### config.mk
export PLATFORM = sky130hd
export DESIGN_NAME = scsa_ctab
export DESIGN_NICKNAME = d
export VERILOG_FILES = /design/src/scsa_pkg.sv /design/src/scsa_ctab.sv
export SDC_FILE = /design/constraint.sdc
export NUM_CORES = 2
export LEC_CHECK = 0
export BUFFER_PORTS_ARGS = -buffer_cell sky130_fd_sc_hd__buf_2
export CAP_MARGIN = 5
export CORE_MARGIN = 2
export CORE_UTILIZATION = 66
export CTS_CLUSTER_SIZE = 8
export DETAILED_ROUTE_END_ITERATION = 10
export PLACE_DENSITY_LB_ADDON = 0.08
export SYNTH_ARGS = -nofsm -noshare
export SYNTH_HDL_FRONTEND = slang
export SYNTH_SLANG_ARGS = --single-unit
### constraint.sdc
create_clock -name clk -period 11.5 [get_ports clk]
set_input_delay 1.725 -clock clk [delete_from_list [all_inputs] [get_ports clk]]
set_output_delay 1.725 -clock clk [all_outputs]
set_load 0.02 [all_outputs]
### src/scsa_pkg.sv
// ----------------------------------------------------------------------------
// scsa_pkg
// Shared widths, codes and the sequencer state type of the allocator.
// ----------------------------------------------------------------------------
package scsa_pkg;

  localparam int UNIT_W     = 17;
  localparam int SIZE_W     = 32;
  localparam int PORT_OFF_W = 40;
  localparam int REGION_W   = 40;
  localparam int LIMIT_W    = 6;
  localparam int LIM_W      = 9;
  localparam int HEAD_W     = 41;
  localparam int DIVD_W     = 33;
  localparam int CFG_IDX_W  = 2;
  localparam int CFG_DATA_W = 40;
  localparam int STAT_W     = 2;

  localparam logic [STAT_W-1:0] ST_OK       = 2'd0;
  localparam logic [STAT_W-1:0] ST_BAD_SIZE = 2'd1;
  localparam logic [STAT_W-1:0] ST_NO_SPACE = 2'd2;
  localparam logic [STAT_W-1:0] ST_DROPPED  = 2'd3;

  localparam logic OP_ALLOC = 1'b0;
  localparam logic OP_FREE  = 1'b1;

  localparam logic [CFG_IDX_W-1:0] CFG_UNIT    = 2'd0;
  localparam logic [CFG_IDX_W-1:0] CFG_SEGMENT = 2'd1;
  localparam logic [CFG_IDX_W-1:0] CFG_REGION  = 2'd2;
  localparam logic [CFG_IDX_W-1:0] CFG_LIMIT   = 2'd3;

  typedef enum logic [3:0] {
    S_IDLE,
    S_DIV,
    S_FREE_RD,
    S_ALLOC_RD,
    S_POP,
    S_SEG_RD,
    S_REM_CHK,
    S_REM_DIV,
    S_PUSH_RD,
    S_CARVE,
    S_FIN
  } seq_state_t;

endpackage

### src/scsa_ctab.sv
// ----------------------------------------------------------------------------
// scsa_ctab
// Per-class table (stack count, segment cursor, segment remainder).
// Entries read as zero until first written after reset.
// ----------------------------------------------------------------------------
module scsa_ctab #(
  parameter int NUM_ENTRIES = 32,
  parameter int DATA_W      = 83
) (
  input  logic                           clk,
  input  logic                           rst_n,
  input  logic                           rd_en,
  input  logic [$clog2(NUM_ENTRIES)-1:0] rd_addr,
  output logic [DATA_W-1:0]              rd_data,
  input  logic                           wr_en,
  input  logic [$clog2(NUM_ENTRIES)-1:0] wr_addr,
  input  logic [DATA_W-1:0]              wr_data
);
  import scsa_pkg::*;

  logic [DATA_W-1:0] mem [NUM_ENTRIES];
  logic              vld_r [NUM_ENTRIES];
  logic [DATA_W-1:0] data_r;
  logic              data_vld_r;

  always_ff @(posedge clk) begin
    if (!rst_n) begin
      for (int k = 0; k < NUM_ENTRIES; k++) vld_r[k] <= 1'b0;
    end else if (wr_en) begin
      vld_r[wr_addr] <= 1'b1;
    end
  end

  always_ff @(posedge clk) begin
    if (wr_en) mem[wr_addr] <= wr_data;
    if (rd_en) begin
      data_r     <= mem[rd_addr];
      data_vld_r <= vld_r[rd_addr];
    end
  end

  assign rd_data = data_vld_r ? data_r : '0;

endmodule

After elaboration in Yosys (flattened, before gate mapping)
Memory sizes are Yosys's and may differ from the RTL's. A register that Yosys moved wholly into a read port is not among the register bits.
Index checks and enable logic that the tools add are counted.
{"block": "op_classes", "add_sub_neg": 0, "n_mul": 0, "div": 0, "magnitude_cmp": 0, "n_eq_ne": 0, "shift": 0, "mux": 9, "bitwise": 0, "reduce_logical": 1}
{"op": "83-bit 2-to-1 mux", "n": 1}
{"op": "1-bit 2-to-1 mux", "n": 7}
{"op": "5-bit 2-to-1 mux", "n": 1}
{"op": "1-bit OR reduction", "n": 1}
{"block": "word_totals", "regBits": 0, "latch_bits": 0, "ram_bits": 2688, "rom_bits": 0, "inputBits": 97, "out_inout_bits": 83, "n_memories": 2}
{"name": "mem", "depth": 32, "width": 83, "read_ports": 1, "rd_clocked_by_memory_dff": 1, "wr": 1, "line_no": "scsa_ctab.sv:21", "rtl": "logic [DATA_W-1:0] mem [NUM_ENTRIES];"}
{"name": "vld_r", "depth": 32, "width": 1, "read_ports": 1, "rd_clocked_by_memory_dff": 1, "wr": 32, "line_no": "scsa_ctab.sv:22", "rtl": "logic vld_r [NUM_ENTRIES];"}

Depth between registers and ports, before layout
{"block": "logic_depth", "ltp_word": 5, "ltp_mapped": 9}

Least setup slack after synthesis
Ideal clock, no wire load.
{"block": "synth_timing", "path_type": "input-to-reg", "startpoint": "input port wr_addr[1]", "endpoint": "memory mem[20][0], enable pin", "t_arrival_ns": 5.877, "slack_ns": 5.096, "stages": 3, "path_buffers": 1, "path_cell_list": "or3b_2 > clkbuf_1 > nor2_1"}
{"item": "from (decl)", "line_no": "scsa_ctab.sv:16", "rtl": "input logic [$clog2(NUM_ENTRIES)-1:0] wr_addr,"}
{"item": "to (decl)", "line_no": "scsa_ctab.sv:21"}
No word-level cell before the write port.

Final worst setup path
{"block": "layout_timing", "startpoint": "input port wr_addr[1]", "endpoint": "memory mem[21][63], enable pin"}
No word-level cell before the write port.

==> flow_summary.json <==
{
  "gr-usage-all-layers_pct": 33.7,
  "rrSetupSlack_ps": 9680,
  "antenna_found_initial": 14,
  "report.final.slew_viol_count": 0,
  "std_cell_rows": 145,
  "dpl_cell_area_um2": 107000,
  "leakage_uw": 0.0370,
  "grt_pass1_vias": 51300,
  "final_area_um2": 117000,
  "fmax_ghz": 0.217,
  "synthFlopType": "edfxtp_1",
  "nNetsFinal": 4911,
  "dr_wl_met3_um": 28200,
  "insertion_delay_ps": 910,
  "post_cts_resized": 0,
  "coreArea_um2": 156000,
  "vias_per_cell": 7.28,
  "grt_first_pass_wirelength_um": 374000,
  "worst_path_max_delay_cell": "nor2_4",
  "overflow": 0,
  "worstReg2RegEnd": "data_vld_r",
  "fin_util_pct": 75.2,
  "async_flop_share_pct": 0,
  "post-cts-setup-buffers": 0,
  "wl_met1_um": 95700,
  "syn_avg_cell_area_um2": 23.7,
  "postRouteWirelength_um": 262000,
  "ys_ff_latch": 2772,
  "ioPinCount": 180,
  "place_inst": 6474,
  "cts_sinks": 2772,
  "setup_viol": 0,
  "avgRoutedWirePerCell_um": 37.9,
  "ys_top_cells_by_area": "edfxtp_1 80%, mux4_2 14%, o22ai_1 1.7%",
  "synth_largest_area_cell": "edfxtp_1",
  "p_per_area_nw_per_um2": 190,
  "required_ps": 12010,
  "r2r_start": "vld_r[12]",
  "grt_max_degree": 102,
  "highest_layer": "met5",
  "drt_iter0_markers": 7645,
  "place.gp.congestion": 0.778,
  "worstPathMaxFanout": 40,
  "drc_errors": 0,
  "fin_crit_sh_pct": 40.1,
  "rsz0062_at_grt": "false",
  "cts_hold_buf": 0,
  "syn_area_um2": 103000,
  "maxCapViolations": 0,
  "vdd_drop_max_mv": 0.166,
  "skew_ps": 28.0,
  "die_area_um2": 160000,
  "yosys-top-cells-count": "2740 x edfxtp_1, 646 x mux4_2, 284 x o22ai_1",
  "h-tree-depth": 5,
  "hp-class": "register to register",
  "status": "completed",
  "ys_seq_area_share_pct": 80.2,
  "synth_edf_count": 2740,
  "postRouteAntennaNets": 0,
  "yosysMostFrequentCell": "edfxtp_1",
  "path_clk_slew_ps": 50,
  "drtPass1Iterations": 6,
  "tightest_slew_ps": 1310,
  "arrival_ps": 5120,
  "synthesis.nets": 4465,
  "max_stage_delay_ps": 860,
  "synth_warnings": 0,
  "layout-drive-gt1-share_pct": 28.7,
  "cts_root_buf": "clkbuf_16",
  "min_period_ps": 4620,
  "reg2reg_depth": 4,
  "cp_common_cell": "buf_4",
  "port-buffer-count": 179,
  "finalNonFillerCells": 6930,
  "path_cells": "buf_2, nand3b_1, nor2_4, buf_4, buf_4",
  "cts_buffers": 396,
  "die_height_um": 400,
  "fp.dieW_um": 400,
  "wl_met2_um": 130000,
  "crit_path_start": "wr_addr[1]",
  "num_vias": 50500,
  "start_kind": "primary input",
  "clockBufferDepth": 4,
  "ys_types": 38,
  "initial_utilization_pct": 66.3,
  "end_kind": "register",
  "fin_setup_tns_ps": 0,
  "hpwl_um": 127000,
  "synth_top_area_share_pct": 79.6,
  "cts_tree": "yes",
  "crit_end": "mem[21][63]",
  "synth_cells": 4368,
  "critical_path_class": "primary input to register",
  "area.growth.synth_to_final_pct": 13.3,
  "hold_viol": 0,
  "relSlewSlack_pct": 12.6
}
==> metrics by stage <==
step | worst slack, ps | hold WS (ps) | power, uW
floorplan | 5100 | 435 | 12000
global placement | 6120 | 442 | 12400
detailed placement | 5980 | 449 | 12400
CTS | 6920 | 461 | 22300
global route | 6740 | 481 | 22800
finish | 6880 | 462 | 22300
==> registers in the layout, summed over array words and instances (netlist names) <==
signal and count:
mem 2656, data_vld_r 1, vld_r 32, data_r 83
==> worst min path at each step <==
| stage | from | endpoint | slack [ps] | depth (start not counted) |
|---|---|---|---|---|
| global route | vld_r[3] | vld_r[3] | 480 | 1 |
| global placement | vld_r[22] | vld_r[22] | 440 | 1 |
| detailed placement | vld_r[31] | vld_r[31] | 450 | 1 |
| floorplan | vld_r[12] | vld_r[12] | 440 | 1 |
| CTS | vld_r[31] | vld_r[31] | 460 | 1 |
| finish | vld_r[31] | vld_r[31] | 460 | 1 |
==> cells by family after synthesis <==
kind of cell	synth area share [%]
flip-flops	80.2
multiplexers	14.6
buffers and inverters	1.23
AO/OA/AOI/OAI	2.44
AND/OR/NAND/NOR	1.54
==> critical path, delay by kind of cell <==
family | cells | cell delay, ps
simple gates | 2 | 1520
buf+inv | 3 | 1700
==> cells in the final DEF (no fill, tap or decap), drive strengths merged, types with 2 or more instances in the layout <==
master | netlist | layout
nor2 | 40 | 40
edfxtp | 2740 | 2740
mux2 | 4 | 4
a31oi | 2 | 2
nor3 | 12 | 12
nor4 | 64 | 64
mux4 | 646 | 646
mux2i | 48 | 48
clkinv | 0 | 5
o22a | 12 | 12
or3 | 3 | 3
or3b | 6 | 6
o22ai | 284 | 284
and3b | 2 | 2
o221ai | 12 | 12
nand4 | 5 | 5
and2 | 86 | 86
dfxtp | 32 | 32
buf | 154 | 288
or2 | 4 | 4
nor2b | 8 | 8
a21oi | 10 | 10
nand2b | 2 | 2
clkbuf | 87 | 440
diode | 0 | 9
inv | 0 | 2
nand3 | 18 | 18
nand2 | 13 | 13
a221oi | 2 | 2
nand3b | 11 | 11
a22oi | 26 | 26
o21a | 32 | 32
==> layout make-up <==
cell class,count,area (um2)
diodes,9,22.5
multi-input cells,1355,19500
clock inverters,8,143
clock buffers,439,10200
flip-flops and latches,2772,82900
fillers,8184,38700
well taps,2058,2570
repair buffers,289,1820
==> metal layers <==
layer,global-route usage [%],vias to the layer above
met4,11.6,6
met3,6.46,540
met2,53.7,3551
met5,0,-
met1,48.1,26800
li1,-,19600
==> report_power, final <==
group	internal (uW)	switching (uW)
Clock	6140	3850
Sequential	11300	50.7
Combinational	335	590
Total	17800	4490
No activity file was read; power rests on OpenSTA's default activity.
