<file path="config.mk">
export PLATFORM = sky130hd
export DESIGN_NAME = scsa_div
export DESIGN_NICKNAME = d
export VERILOG_FILES = /design/src/scsa_pkg.sv /design/src/scsa_div.sv
export SDC_FILE = /design/constraint.sdc
export NUM_CORES = 1
export LEC_CHECK = 0
export ABC_AREA = 1
export BUFFER_PORTS_ARGS = -buffer_cell sky130_fd_sc_hd__buf_2
export CAP_MARGIN = 0
export CORE_MARGIN = 2
export CORE_UTILIZATION = 50
export CTS_BUF_LIST = sky130_fd_sc_hd__clkbuf_8
export DETAILED_ROUTE_END_ITERATION = 8
export PLACE_DENSITY_LB_ADDON = 0.1
export SETUP_SLACK_MARGIN = 0.1
export SKIP_LAST_GASP = 1
export SYNTH_ARGS = -nofsm -noshare
export SYNTH_HDL_FRONTEND = slang
export SYNTH_SLANG_ARGS = --single-unit
</file>
<file path="constraint.sdc">
create_clock -name clk -period 1.75 [get_ports clk]
set_input_delay 0.0875 -clock clk [delete_from_list [all_inputs] [get_ports clk]]
set_output_delay 0.0875 -clock clk [all_outputs]
set_load 0.1 [all_outputs]
</file>
<file path="src/scsa_pkg.sv">
// ----------------------------------------------------------------------------
// scsa_pkg
// Shared widths, codes and the sequencer state type of the allocator.
// ----------------------------------------------------------------------------
package scsa_pkg;

  localparam int UNIT_W     = 17;
  localparam int SIZE_W     = 32;
  localparam int PORT_OFF_W = 40;
  localparam int REGION_W   = 40;
  localparam int LIMIT_W    = 6;
  localparam int LIM_W      = 9;
  localparam int HEAD_W     = 41;
  localparam int DIVD_W     = 33;
  localparam int CFG_IDX_W  = 2;
  localparam int CFG_DATA_W = 40;
  localparam int STAT_W     = 2;

  localparam logic [STAT_W-1:0] ST_OK       = 2'd0;
  localparam logic [STAT_W-1:0] ST_BAD_SIZE = 2'd1;
  localparam logic [STAT_W-1:0] ST_NO_SPACE = 2'd2;
  localparam logic [STAT_W-1:0] ST_DROPPED  = 2'd3;

  localparam logic OP_ALLOC = 1'b0;
  localparam logic OP_FREE  = 1'b1;

  localparam logic [CFG_IDX_W-1:0] CFG_UNIT    = 2'd0;
  localparam logic [CFG_IDX_W-1:0] CFG_SEGMENT = 2'd1;
  localparam logic [CFG_IDX_W-1:0] CFG_REGION  = 2'd2;
  localparam logic [CFG_IDX_W-1:0] CFG_LIMIT   = 2'd3;

  typedef enum logic [3:0] {
    S_IDLE,
    S_DIV,
    S_FREE_RD,
    S_ALLOC_RD,
    S_POP,
    S_SEG_RD,
    S_REM_CHK,
    S_REM_DIV,
    S_PUSH_RD,
    S_CARVE,
    S_FIN
  } seq_state_t;

endpackage

</file>
<file path="src/scsa_div.sv">
// ----------------------------------------------------------------------------
// scsa_div
// Restoring divider, one quotient bit per cycle.
// ----------------------------------------------------------------------------
module scsa_div (
  input  logic                        clk,
  input  logic                        rst_n,
  input  logic                        start,
  input  logic [scsa_pkg::DIVD_W-1:0] dividend,
  input  logic [scsa_pkg::UNIT_W-1:0] divisor,
  output logic                        done,
  output logic [scsa_pkg::DIVD_W-1:0] quo,
  output logic [scsa_pkg::UNIT_W-1:0] rem
);
  import scsa_pkg::*;

  localparam int CNT_W = $clog2(DIVD_W + 1);

  logic              busy_r;
  logic              done_r;
  logic [CNT_W-1:0]  cnt_r;
  logic [DIVD_W-1:0] quo_r;
  logic [UNIT_W-1:0] rem_r;
  logic [UNIT_W-1:0] dvs_r;
  logic [UNIT_W:0]   shifted;
  logic [UNIT_W:0]   diff;
  logic              ge;

  assign shifted = {rem_r, quo_r[DIVD_W-1]};
  assign ge      = shifted >= {1'b0, dvs_r};
  assign diff    = shifted - {1'b0, dvs_r};

  always_ff @(posedge clk) begin
    if (!rst_n) begin
      busy_r <= 1'b0;
      done_r <= 1'b0;
      cnt_r  <= '0;
    end else begin
      done_r <= 1'b0;
      if (start) begin
        busy_r <= 1'b1;
        cnt_r  <= CNT_W'(DIVD_W);
      end else if (busy_r) begin
        cnt_r <= cnt_r - 1'b1;
        if (cnt_r == CNT_W'(1)) begin
          busy_r <= 1'b0;
          done_r <= 1'b1;
        end
      end
    end
  end

  always_ff @(posedge clk) begin
    if (start) begin
      quo_r <= dividend;
      rem_r <= '0;
      dvs_r <= divisor;
    end else if (busy_r) begin
      quo_r <= {quo_r[DIVD_W-2:0], ge};
      rem_r <= ge ? diff[UNIT_W-1:0] : shifted[UNIT_W-1:0];
    end
  end

  assign done = done_r;
  assign quo  = quo_r;
  assign rem  = rem_r;

endmodule

</file>
# --- After elaboration in Yosys (flattened, before gate mapping) ---
# Cells that the tools add are included.
word_totals:
  reg_bits: 75
  inputBits: 53
  output_inout_bits: 51
  elab_cells: 25
classes:
  n_addsub: 2
  n_lt_le_gt_ge: 1
  eq_ne: 1
  muxes: 9
  n_bitwise: 2
  reduce_logical: 3
op_table:
  columns: ["cell", "count"]
  rows:
  - ["33-bit 2-to-1 mux", 2]
  - ["18-bit by 17-bit greater-or-equal comparator with 1-bit output", 1]
  - ["17-bit 2-to-1 mux", 1]
  - ["17-bit subtractor", 1]
  - ["6-bit 2-to-1 mux", 2]
  - ["6-bit by 1-bit equality test with 1-bit output, second input constant", 1]
  - ["6-bit by 1-bit subtractor with 6-bit output, second input constant", 1]
  - ["1-bit 2-to-1 mux", 4]
  - ["3-bit OR reduction", 1]
  - ["1-bit NOT", 2]
  - ["2-bit nonzero test", 1]
  - ["2-bit OR reduction", 1]

# --- Depth between registers and ports, before layout ---
logic_depth:
  ltp_word: 4
  depth_mapped: 15
  ltp_nobuf: 15

# --- Least setup slack after synthesis ---
# Ideal clock, no wire load.
synth_path:
  kind: "register -> register"
  from: "register rem_r[12] (netlist: rem[12])"
  to: "register quo_r[0] (netlist: quo[0]), data pin"
  setup_ps: 262
  arrival_ps: 2201
  slack_ps: -713
  path_stages_with_launch: 12
  path_buffers: 2
  period_less_slack_ps: 2463
  path_cell_list: "dfxtp_1 -> ha_1 -> nand2_2 -> inv_1 -> nand2_1 -> nand3_1 -> inv_1 -> nor2_1 -> nor2_2 -> buf_6 -> buf_6 -> a31oi_1"
synth_between:
  elab_chain_cells: 3
synth_rtl:
  columns: ["element", "line_no", "source"]
  rows:
  - ["from (decl)", "scsa_div.sv:23", "logic [UNIT_W-1:0] rem_r;"]
  - ["from (signal assigned)", "scsa_div.sv:60", "rem_r <= ge ? diff[UNIT_W-1:0] : shifted[UNIT_W-1:0];"]
  - ["18-bit by 17-bit greater-or-equal comparator with 1-bit output", "scsa_div.sv:30", "assign ge = shifted >= {1'b0, dvs_r};"]
  - ["33-bit 2-to-1 mux", "scsa_div.sv:58", "end else if (busy_r) begin"]
  - ["33-bit 2-to-1 mux", "scsa_div.sv:54", "if (start) begin"]
  - ["to (signal assigned)", "scsa_div.sv:55", "quo_r <= dividend;"]
  - ["to (signal assigned)", "scsa_div.sv:59", "quo_r <= {quo_r[DIVD_W-2:0], ge};"]
  - ["to (decl)", "scsa_div.sv:22", "logic [DIVD_W-1:0] quo_r;"]
# No other way between the ends. The select of a mux whose other input is x is not followed.
# A chain may end at the register's enable or synchronous reset.

# --- Worst setup path in the final report ---
layout_path:
  from: "register quo_r[32] (netlist: quo[32])"
  to: "register rem_r[15] (netlist: rem[15])"
layout_between:
  elab_chain_cells: 2
layout_rtl:
  columns: ["element", "line_no"]
  rows:
  - ["17-bit subtractor or 18-bit by 17-bit greater-or-equal comparator with 1-bit output (tied branches)", "scsa_div.sv:31, scsa_div.sv:30"]
  - ["17-bit 2-to-1 mux (*)", "scsa_div.sv:60"]
# Mark *: on every way between the ends. The rest lies on a longest branch, timed or not.

==> results.ini <==
[timing]
postLayoutSetupSlackWorst_ns = -0.2131
setup_violations = 18
worst_hold_slack_ns = 0.01292
fmaxAchievable_mhz = 509.4
unrepaired_setup_endpoints_after_global_routing = true
finalCritPeriodShare_pct = 112.2
timing.clock.skew_ns = 0.01829
final_period_minus_worst_setup_slack_ns = 1.963
worst-slew-pin-transition_ns = 0.5095
maxSlewHeadroom_pct = 66.27
final-max-slew-violation-count = 0
timing.final.hold_violations = 0

[synth]
avgSynthCellArea_um2 = 7.757
yosysTopAreaCellShare_pct = 35.07
synthesized_net_count = 625
synth-edff-count = 50
synth_async_sr_flop_share_pct = 0
yosysWarnings = 0
synth_area_leaders = edfxtp_1 (35%), nand2_1 (20%), dfxtp_1 (12%)
ys_types = 31
synth-main-ff-cell = edfxtp_1
count_of_state_elements_after_synthesis = 75
synthTopCellsByCount = nand2_1 (228), inv_1 (80), edfxtp_1 (50)
post-synth-top-count-cell = nand2_1
yosysSeqAreaShare_pct = 46.76
synth_cells = 552
synthDominantAreaCellType = edfxtp_1
synth.cell_area_um2 = 4282

[worst_setup_path]
crit-reg2reg-launch = quo[32]
critical_path.most_common_cell = nand2_1
critical_path.max_fanout = 9
critPathKind = register to register
worst_setup_path_start_kind = register
worst-path-buf-inv = 4
cp_slowest_cell = edfxtp_1
crit_family = simple AND/OR/NAND/NOR gates
largest_stage_delay_on_the_critical_path_ns = 0.42
critPathRequiredTime_ns = 2.02
crit_chain = inv_2, ha_4, inv_2, fa_2, nand3_2, nand3_4, nand2_8, buf_8, nand3_2, nand2_1, inv_1, nand2_1, nand2_1
critPathLaunch = quo[32]
timing.critical_path.arrival_ns = 2.23
crit_path_end_kind = register

[route]
drt_drc_violations_left = 0
dr.first_iter.drc_count = 228
drt_pass1_iterations = 5
route.vias.total = 4282
vias_per_cell = 4.922
wl_um = 12350
ant_nets = 0
detail_route.wl_per_cell_um = 14.20

[min_path]
worstHoldPathType = primary input to register
hold_startpoint = dividend[16]

[layout]
final_net_count = 833
num_antenna_cells = 0
multi_input_area_um2 = 2142
final_cell_area_um2 = 6290
layout-drive-gt1-share_pct = 32.81
postLayoutCoreUtil_pct = 76.17
area_delta_synth_final_pct = 46.90
regArea_um2 = 2022
final.fill_count = 596

[power_and_ir_drop]
p_per_area_nw_per_um2 = 806.5
p_leak_nw = 3.283
peakVddDrop_mv = 0.6359

[global_route]
grt_usage_pct = 26.89
largest_net_degree_at_the_start_of_global_routing = 35
number_of_antenna_violations_at_the_first_check_in_global_routing = 0
first_pass_grt_wire_length_um = 18870
grt_pass1_vias = 4074
overflow = 0

[clock_network]
cts_root_buffer = clkbuf_8
max-clock-path-buffers = 2
num_clock_sinks = 75
cts_buffers = 9
worstSkewPairLatency_ns = 0.37
htree_num_levels = 3
tritoncts_clock_tree = done
clkTransAtPathRegs_ns = 0.09

[status]
failing_checks = setup timing
run_status = finished, violations left

[die]
die_width_um = 96.54
initial_standard_cell_utilization_of_the_core_pct = 51.85
top_level_ports = 104
core.rowCount = 33
fp.coreArea_um2 = 8258
die_height_um = 96.54
dieArea_um2 = 9319

[placed_design]
dpl-instance-area_um2 = 5283
hpwlAfterDp_um = 8049
placement.io_buffers = 103
gp_congestion = 0.9645

[flow_run]
max_cap_violations = 0

==> routing by layer <==
metal / global-route usage [%] / share of wire, % / vias to the layer above
met5: 0 / 0 / -
met1: 34.51 / 43 / 1955
li1: - / - / 2151
met4: 7.394 / 1.4 / 0
met3: 6.362 / 7.1 / 16
met2: 45.54 / 48 / 160
==> state kept, by name, indices dropped and copies added (netlist names) <==
signal and cells:
cnt_r 6, rem 17, done 1, dvs_r 17, busy_r 1, quo 33
==> final cells by class <==
| cell class | instances | share of cell area (%) |
|---|---|---|
| inverters | 82 | 4.894 |
| clock buffers | 9 | 1.969 |
| clock inverters | 7 | 1.492 |
| well taps | 105 | 2.089 |
| multi-input cells | 381 | 34.06 |
| repair buffers | 211 | 23.35 |
| flip-flops and latches | 75 | 32.15 |
==> cell families after synthesis <==
| kind of cell | synth area share, % |
|---|---|
| buf+inv | 9.556 |
| fa+ha+maj | 6.020 |
| simple gates | 32.26 |
| compound gates | 3.565 |
| flops | 46.76 |
| xor+xnor | 1.841 |
==> stage by stage <==
stage	setup WS, ns	total power [mW]	cells	setup TNS (ns)
after detailed placement	-0.2360	3.404	800	-2.858
after CTS	-0.1454	5.021	867	-1.768
after global routing	-0.2645	5.239	870	-4.080
after floorplan	-0.6054	3.092	552	-9.771
final	-0.2131	5.073	870	-2.290
after global placement	-0.1877	3.391	800	-1.853
==> cell usage in the layout (no fill, tap or decap), types with 3 or more instances in the layout <==
cell type      count
nand2_2           12
dfxtp_1            9
clkbuf_8           9
nand3_1           35
nor3_1             3
xor2_1             3
inv_2              3
edfxtp_1          50
dlygate4sd3_1     48
nand3_2           10
buf_4             56
o21ai_1            6
nor2_1            20
a21oi_2            3
nand3b_1           9
o21ai_0            3
dfxtp_2           16
ha_4               9
ha_1              10
buf_2            103
xnor2_1            4
nor2_2             5
inv_1             79
nand2_1          219
nor2_4             3
a21oi_1            7
==> worst reg2reg max path, stage by stage (launching register included) <==
cell,delay [ns]
edfxtp_1,0.42
inv_2,0.10
ha_4,0.13
inv_2,0.04
fa_2,0.39
nand3_2,0.12
nand3_4,0.11
nand2_8,0.11
buf_8,0.14
nand3_2,0.08
nand2_1,0.09
inv_1,0.05
nand2_1,0.05
nand2_1,0.04
==> what timing repair did <==
action	CTS	global route
endpoints found under the hold margin	50	0
gates resized for setup	19	30
pin swaps	10	6
hold buffers	48	0
setup buffers	3	2
gates cloned	0	1
endpoints found under the setup margin	18	18
==> path summary, 6_finish.rpt <==
path	endpoint	slack, ns	cells after the start
worst min register to register	rem[16]	0.49	2
worst min-delay path	quo[16]	0.01	3
worst max-delay path	rem[15]	-0.21	13
worst max register to register	rem[15]	-0.21	13
==> power breakdown <==
group,internal (mW),switching [mW]
combinational,0.397,1.02
sequential,2.04,0.0730
clock,0.804,0.733
(Power assumes the default switching activity.)
